<file path="src/rtl/pp2g_pkg.sv">
// shared constants, types and the arctangent table for the pixel phase to gray unit
// depends on nothing; imported by every module of the unit
`default_nettype none

package pp2g_pkg;

   // fixed port widths of the pixel and gray words
   localparam int IN_WIDTH  = 16;
   localparam int OUT_WIDTH = 16;

   // arithmetic configuration
   localparam int COORD_WIDTH   = 16;
   localparam int PHASE_WIDTH   = 16;
   localparam int CORDIC_STAGES = 16;

   localparam int ANG_TABLE_LEN = 24;
   localparam int NUM_STAGES    = (CORDIC_STAGES < ANG_TABLE_LEN) ? CORDIC_STAGES
                                                                  : ANG_TABLE_LEN;

   // coordinates are scaled to 40 bits; cordic gain and the sqrt(2) corner need 3 more
   localparam int SCALE_SHIFT = 40 - COORD_WIDTH;
   localparam int XY_WIDTH    = 43;
   // angle in units of 2^-32 turn, magnitude stays below 2^32
   localparam int Z_WIDTH     = 34;
   localparam int ACC_WIDTH   = Z_WIDTH + 1;
   localparam int ROUND_SHIFT = 32 - PHASE_WIDTH;

   localparam logic signed [Z_WIDTH-1:0] HALF_TURN     = 34'sd2147483648;
   localparam logic signed [Z_WIDTH-1:0] NEG_HALF_TURN = -34'sd2147483648;

   localparam logic signed [ACC_WIDTH-1:0] ACC_HALF_TURN = 35'sd2147483648;
   localparam logic signed [ACC_WIDTH-1:0] ACC_ROUND     =
      ACC_WIDTH'(64'sd1 <<< (31 - PHASE_WIDTH));
   localparam logic signed [ACC_WIDTH-1:0] ACC_FULL      =
      ACC_WIDTH'((64'sd1 <<< PHASE_WIDTH) - 64'sd1);

   localparam logic [PHASE_WIDTH-1:0] PHASE_MID  = PHASE_WIDTH'(64'd1 << (PHASE_WIDTH - 1));
   localparam logic [PHASE_WIDTH-1:0] PHASE_FULL = PHASE_WIDTH'((64'd1 << PHASE_WIDTH) - 64'd1);

   // atan(2^-i) in units of 2^-32 turn, rounded to nearest
   localparam logic signed [Z_WIDTH-1:0] ATAN_TURNS [ANG_TABLE_LEN] = '{
      34'sd536870912, 34'sd316933406, 34'sd167458907, 34'sd85004756,
      34'sd42667331,  34'sd21354465,  34'sd10679838,  34'sd5340245,
      34'sd2670163,   34'sd1335087,   34'sd667544,    34'sd333772,
      34'sd166886,    34'sd83443,     34'sd41722,     34'sd20861,
      34'sd10430,     34'sd5215,      34'sd2608,      34'sd1304,
      34'sd652,       34'sd326,       34'sd163,       34'sd81
   };

   // one word in flight through the rotation pipeline
   typedef struct packed {
      logic                       special;
      logic signed [XY_WIDTH-1:0] x;
      logic signed [XY_WIDTH-1:0] y;
      logic signed [Z_WIDTH-1:0]  z;
   } cordic_word_type;

endpackage

`default_nettype wire

</file>
<file path="src/rtl/pp2g_prep.sv">
// input conditioning stage: sign extension, scaling, left half plane fold, special flag
// depends on pp2g_pkg
`default_nettype none

module pp2g_prep (
   input  wire logic                         clock,
   input  wire logic                         reset,
   input  wire logic                         advance,
   input  wire logic                         in_valid,
   input  wire logic [pp2g_pkg::IN_WIDTH-1:0] x_coord,
   input  wire logic [pp2g_pkg::IN_WIDTH-1:0] y_coord,
   input  wire logic                         pixel_invalid,
   output logic                              out_valid,
   output pp2g_pkg::cordic_word_type         out_word
);
   import pp2g_pkg::*;

   logic                  valid_ff;
   cordic_word_type       word_ff;
   cordic_word_type       word_in;

   always_comb begin
      logic [63:0]                x_raw;
      logic [63:0]                y_raw;
      logic [COORD_WIDTH-1:0]     x_c;
      logic [COORD_WIDTH-1:0]     y_c;
      logic signed [XY_WIDTH-1:0] x_s;
      logic signed [XY_WIDTH-1:0] y_s;
      // bits above the coordinate width are ignored
      x_raw = 64'(x_coord);
      y_raw = 64'(y_coord);
      x_c   = x_raw[COORD_WIDTH-1:0];
      y_c   = y_raw[COORD_WIDTH-1:0];
      x_s   = {{(XY_WIDTH - COORD_WIDTH){x_c[COORD_WIDTH-1]}}, x_c};
      y_s   = {{(XY_WIDTH - COORD_WIDTH){y_c[COORD_WIDTH-1]}}, y_c};
      x_s   = x_s <<< SCALE_SHIFT;
      y_s   = y_s <<< SCALE_SHIFT;

      word_in.special = pixel_invalid || ((x_c == '0) && (y_c == '0));
      if (x_s < 0) begin
         word_in.x = -x_s;
         word_in.y = -y_s;
         word_in.z = (y_s >= 0) ? HALF_TURN : NEG_HALF_TURN;
      end else begin
         word_in.x = x_s;
         word_in.y = y_s;
         word_in.z = '0;
      end
   end

   always_ff @(posedge clock) begin
      if (reset) begin
         valid_ff <= 1'b0;
      end else if (advance) begin
         valid_ff <= in_valid;
      end
   end

   always_ff @(posedge clock) begin
      if (advance) begin
         word_ff <= word_in;
      end
   end

   assign out_valid = valid_ff;
   assign out_word  = word_ff;

endmodule

`default_nettype wire

</file>
<file path="src/rtl/pp2g_cordic.sv">
// vectoring rotation pipeline, one registered micro-rotation per stage
// depends on pp2g_pkg
`default_nettype none

module pp2g_cordic (
   input  wire logic                      clock,
   input  wire logic                      reset,
   input  wire logic                      advance,
   input  wire logic                      in_valid,
   input  wire pp2g_pkg::cordic_word_type in_word,
   output logic                           out_valid,
   output pp2g_pkg::cordic_word_type      out_word
);
   import pp2g_pkg::*;

   logic [NUM_STAGES-1:0] stage_valid_ff;
   cordic_word_type       stage_word_ff [NUM_STAGES];

   for (genvar i = 0; i < NUM_STAGES; i++) begin : g_stage
      logic            cur_valid;
      cordic_word_type cur_word;
      cordic_word_type word_in;

      if (i == 0) begin : g_first
         assign cur_valid = in_valid;
         assign cur_word  = in_word;
      end else begin : g_next
         assign cur_valid = stage_valid_ff[i-1];
         assign cur_word  = stage_word_ff[i-1];
      end

      always_comb begin
         logic signed [XY_WIDTH-1:0] xs;
         logic signed [XY_WIDTH-1:0] ys;
         xs = cur_word.x >>> i;
         ys = cur_word.y >>> i;
         word_in.special = cur_word.special;
         // rotate toward the x axis
         if (cur_word.y >= 0) begin
            word_in.x = cur_word.x + ys;
            word_in.y = cur_word.y - xs;
            word_in.z = cur_word.z + ATAN_TURNS[i];
         end else begin
            word_in.x = cur_word.x - ys;
            word_in.y = cur_word.y + xs;
            word_in.z = cur_word.z - ATAN_TURNS[i];
         end
      end

      always_ff @(posedge clock) begin
         if (reset) begin
            stage_valid_ff[i] <= 1'b0;
         end else if (advance) begin
            stage_valid_ff[i] <= cur_valid;
         end
      end

      always_ff @(posedge clock) begin
         if (advance) begin
            stage_word_ff[i] <= word_in;
         end
      end
   end

   assign out_valid = stage_valid_ff[NUM_STAGES-1];
   assign out_word  = stage_word_ff[NUM_STAGES-1];

endmodule

`default_nettype wire

</file>
<file path="src/rtl/pp2g_post.sv">
// output stage: half turn offset, rounding, clamping, special case, output register
// depends on pp2g_pkg
`default_nettype none

module pp2g_post (
   input  wire logic                          clock,
   input  wire logic                          reset,
   input  wire logic                          in_valid,
   input  wire pp2g_pkg::cordic_word_type     in_word,
   output logic                               advance,
   output logic                               out_valid,
   output logic [pp2g_pkg::OUT_WIDTH-1:0]     out_gray,
   input  wire logic                          out_ready
);
   import pp2g_pkg::*;

   logic                   valid_ff;
   logic [OUT_WIDTH-1:0]   gray_ff;
   logic [OUT_WIDTH-1:0]   gray_in;

   // whole pipeline moves when the output register is free or being taken
   assign advance = !valid_ff || out_ready;

   always_comb begin
      logic signed [ACC_WIDTH-1:0] acc;
      logic signed [ACC_WIDTH-1:0] scaled;
      logic [PHASE_WIDTH-1:0]      phase;
      acc    = ACC_WIDTH'(in_word.z) + ACC_HALF_TURN + ACC_ROUND;
      scaled = acc >>> ROUND_SHIFT;
      if (in_word.special) begin
         phase = PHASE_MID;
      end else if (acc < 0) begin
         phase = '0;
      end else if (scaled > ACC_FULL) begin
         phase = PHASE_FULL;
      end else begin
         phase = scaled[PHASE_WIDTH-1:0];
      end
      gray_in = OUT_WIDTH'(phase);
   end

   always_ff @(posedge clock) begin
      if (reset) begin
         valid_ff <= 1'b0;
      end else if (advance) begin
         valid_ff <= in_valid;
      end
   end

   always_ff @(posedge clock) begin
      if (advance) begin
         gray_ff <= gray_in;
      end
   end

   assign out_valid = valid_ff;
   assign out_gray  = gray_ff;

endmodule

`default_nettype wire

</file>
<file path="src/rtl/pixel_phase_to_gray_unit.sv">
// a req word passes the prep, rotation and output registers on its way to rsp_valid
// (18 register stages: 1 prep, 16 rotation, 1 output)
// throughput: one word per cycle unless stalled; rotation stages use 43-bit add/subtract
// backpressure stalls the whole pipeline in place, so nothing is dropped or repeated
// reset (synchronous, active high) clears every stage valid bit; data registers keep garbage
// top level: depends on pp2g_pkg, pp2g_prep, pp2g_cordic, pp2g_post
`default_nettype none

module pixel_phase_to_gray_unit (
   input  wire logic                          clock,
   input  wire logic                          reset,
   // pixel word in
   input  wire logic                          req_valid,
   output logic                               req_ready,
   input  wire logic [pp2g_pkg::IN_WIDTH-1:0] req_x_coord,
   input  wire logic [pp2g_pkg::IN_WIDTH-1:0] req_y_coord,
   input  wire logic                          req_pixel_invalid,
   // gray word out
   output logic                               rsp_valid,
   input  wire logic                          rsp_ready,
   output logic [pp2g_pkg::OUT_WIDTH-1:0]     rsp_phase_gray
);
   import pp2g_pkg::*;

   // single pipeline enable, driven by the output register occupancy and rsp_ready
   logic            advance;

   logic            prep_valid;
   cordic_word_type prep_word;
   logic            rot_valid;
   cordic_word_type rot_word;

   // a word enters whenever the pipeline moves
   assign req_ready = advance;

   // sign extend, scale to 40 bits, fold left half plane onto the right with a
   // half turn start angle, flag invalid pixels and the origin
   pp2g_prep u_prep (
      .clock         (clock),
      .reset         (reset),
      .advance       (advance),
      .in_valid      (req_valid),
      .x_coord       (req_x_coord),
      .y_coord       (req_y_coord),
      .pixel_invalid (req_pixel_invalid),
      .out_valid     (prep_valid),
      .out_word      (prep_word)
   );

   // one micro-rotation per register stage, angle accumulates in z
   pp2g_cordic u_cordic (
      .clock     (clock),
      .reset     (reset),
      .advance   (advance),
      .in_valid  (prep_valid),
      .in_word   (prep_word),
      .out_valid (rot_valid),
      .out_word  (rot_word)
   );

   // offset by half a turn, round, clamp, substitute mid gray for special words
   pp2g_post u_post (
      .clock     (clock),
      .reset     (reset),
      .in_valid  (rot_valid),
      .in_word   (rot_word),
      .advance   (advance),
      .out_valid (rsp_valid),
      .out_gray  (rsp_phase_gray),
      .out_ready (rsp_ready)
   );

endmodule

`default_nettype wire

</file>
<file path="config.mk">
export PLATFORM = sky130hd
export DESIGN_NAME = pixel_phase_to_gray_unit
export DESIGN_NICKNAME = d
export VERILOG_FILES = /design/src/rtl/pp2g_pkg.sv /design/src/rtl/pp2g_prep.sv /design/src/rtl/pp2g_cordic.sv /design/src/rtl/pp2g_post.sv /design/src/rtl/pixel_phase_to_gray_unit.sv
export SDC_FILE = /design/constraint.sdc
export NUM_CORES = 2
export LEC_CHECK = 0
export ABC_CLOCK_PERIOD_IN_PS = 58000
export BUFFER_PORTS_ARGS = -buffer_cell sky130_fd_sc_hd__buf_2
export CORE_UTILIZATION = 40
export CTS_CLUSTER_SIZE = 8
export DETAILED_ROUTE_END_ITERATION = 8
export PLACE_DENSITY = 0.58
export SYNTH_ARGS = -nofsm -noshare
export SYNTH_HDL_FRONTEND = slang
export SYNTH_SLANG_ARGS = --single-unit
</file>
<file path="constraint.sdc">
create_clock -name clock -period 58 [get_ports clock]
set_input_delay 0 -clock clock [delete_from_list [all_inputs] [get_ports clock]]
set_output_delay 0 -clock clock [all_outputs]
set_load 0.005 [all_outputs]
</file>
==> summary.md <==
| Metric | Value |
|---|---|
| Total setup buffers inserted after CTS | 0 |
| Top post-synthesis cells by count | edfxtp_1, ha_1, xnor2_1 |
| Post-DR wirelength/cell | between 15 and 20 um |
| Site row count | 205 |
| Initial DRC count | a little under 6000 |
| Synth top area cells | edfxtp_1, ha_1, xnor2_1 |
| Chip Width | 563 um |
| Vias per cell | ~5.5 |
| Synth unique cells | 89 |
| Max Cap Viol | 0 |
| Slew margin rel. | 26.0% |
| Outcome | completed |
| Starting Density | 40.3% |
| Setup slack after layout | 52.08 ns |
| Multi-input logic area | 0.0783 mm^2 |
| Die span in y | 563 um |
| Largest net degree at the start of global routing | 185 |
| Final min period | between 5 and 6 ns |
| Worst setup SP type | register |
| Fin crit share | 10.2% |
| Critical Path RT | a little under 60 ns |
| Vias in the first global route | 92601 |
| CP arrival | 6.65 ns |
| Seq cells post-synth | 1509 |
| Initial antenna violation count | 4 |
| WS Path Type | register to register |
| First-pass GRT wire length | 493 mm |
| Cell depth of the worst flop-to-flop path | 19 |
| H-Tree Depth | 4 |
| Clock Skews | 0.0883 ns |
| Drc violations | 0 |
| Post-synth top flop | edfxtp_1 |
| Setup crit end kind | register |
| Core area | roughly 0.31 mm^2 |
| Synth area leader | edfxtp_1 |
| Yosys top cell area share | 35.5% |
| Clock buffer depth | 4 |
| CP dominant cell by count | o21ai_0 |
| WL final | 312 mm |
| IO Pins | 55 |
| CTS Buf Count | 220 |
| Final layout net count | 14836 |
| Max Slew Vio Count | 0 |
| FF+latch area | 0.0451 mm^2 |
| Crit-path max FO | 6 |
| Crit-path cells | nor3_1 > nor3b_1 > nand2_1 > nor2_1 > nand2_1 > o41ai_1 > xor2_1 > ha_1 > a21oi_1 > o21ai_0 > a21o_1 > a2111oi_0 > o21ai_0 > o21ai_0 > o31ai_1 > o31ai_1 > o21bai_1 > or4_1 > nand3_1 |
| Total GRT Usage | 19.0% |
| Tightest Pin Transition | between 1 and 1.5 ns |
| Gp weighted congestion | about 0.90 |
| Hold depth | 4 |
| Post-synth ARST share | 0% |
| Area growth syn-to-layout | 9.87% |
| # fillers | 30104 |
| Synth Cell Area | 0.126 mm^2 |
| Total gr overflow | 0 |
| Via Count | 96458 |
| CTS tree | done |
| Final Util | between 40% and 50% |
| Final setup TNS | 0 ns |
| Pre-Repair DR Iteration Count | 6 |
| Top-count cell post-synth | edfxtp_1 |
| Worst slack, placed | 52.13 ns |
| Post-DP HPWL | around 240 mm |
| RSZ-0062 raised after global routing | false |
| Mapped Cells | 13038 |
| Post-CTS sizing | 0 |
| Post-synth EDFFs | roughly 1500 |
| Worst path slowest cell | a2111oi_0 |
| Detail Route Antenna Nets | 0 |
| Layout cells sized above 1 | under 10% |
| Clock Tree Root | clkbuf_16 |
| CTS sink cnt | 1509 |
| Average size of a mapped cell | 9.66 um^2 |
| CP peak stage delay | 0.58 ns |
| Hold buffer count at CTS | 102 |
| Area of the die | 0.317 mm^2 |
| Synth warnings | 0 |
| Clock Latency Late Sink | 0.91 ns |
| Clock transition at path regs | about 0.050 ns |
| Final hold violation count | 0 |
| Seq/Total Area, Yosys | 35.8% |
| Final setup viols | 0 |
| Fmax | roughly 0.17 GHz |
| Worst min path class | input pin to register |
| Port Buf Inserts | 54 |
[area by class of cell]
| type | count | share of cell area [%] |
|---|---|---|
| tap | 4140 | 3.74 |
| timing repair buffer | 209 | 1.26 |
| inverter | 546 | 1.49 |
| multi-input combinational | 10856 | 56.6 |
| clock inverter | 31 | 0.220 |
| clock buffer | 245 | 4.11 |
| antenna | 2 | 0.00362 |
| sequential | 1509 | 32.6 |
[metrics by stage]
step                instance area [um^2]  cells  hold slack [ns]
global placement                  131000  17158            0.195
global route                      138000  17538            0.126
detailed placement                131000  17158            0.207
CTS                               138000  17536           0.0202
floorplan                         126000  13118           0.0989
finish                            138000  17538            0.137
[registers in the layout, summed over array words and instances (netlist names)]
signal	flops
u_cordic.stage_word_ff	1434
u_cordic.out_valid	1
u_post.out_valid	1
u_post.out_gray	16
u_cordic.g_stage.cur_valid	15
u_prep.out_valid	1
u_prep.out_word	41
[final timing paths]
| path | start | endpoint | slack [ns] |
|---|---|---|---|
| worst min register to register | u_cordic.stage_word_ff[1][120] | u_cordic.stage_word_ff[1][241] | 0.40 |
| worst max-delay path | u_cordic.stage_word_ff[1][333] | u_cordic.stage_word_ff[1][439] | 52.08 |
| worst max register to register | u_cordic.stage_word_ff[1][333] | u_cordic.stage_word_ff[1][439] | 52.08 |
| worst min-delay path | req_y_coord[14] | u_prep.out_word[75] | 0.14 |
[cells by family (layout without fill, tap and decap cells)]
kind of cell	after synthesis	after routing	synth area share, %
other	1	83	0.00298
buffers and inverters	753	1031	2.25
AND/OR/NAND/NOR	3380	3380	13.3
XOR/XNOR	1940	1940	13.5
AO/OA/AOI/OAI	3965	3965	20.2
flip-flops	1509	1509	35.8
adder cells (fa/ha/maj)	1457	1457	14.7
multiplexers	33	33	0.262
[layout by cell type, fill, tap and decap left out, drive strengths merged, types with 245 or more instances in the layout]
cell and instances:
a21o 633, a21oi 1120, clkbuf 245, edfxtp 1491, ha 1424, inv 550, nand2 806, nand3 245
nor2 858, o21ai 839, o31ai 253, xnor2 1269, xor2 671
[critical path: cells and delay by family, from the launching register on]
family / cells / cell delay, ns
simple gates: 7 / 1.81
fa+ha+maj: 1 / 0.33
flops: 1 / 0.44
xor+xnor: 1 / 0.23
compound gates: 10 / 2.98
[routing by layer]
layer  wire length [um]  vias to the layer above  global-route usage [%]
met3               9210                      486                    1.63
met1             135000                    45163                    22.9
li1                   -                    49249                       -
met5                  0                        -                       0
met2             159000                     1560                    35.4
met4               9040                        0                    5.82
Power is not shown: default switching activity piles up to over one toggle a cycle in this logic, so the estimate is an artifact.
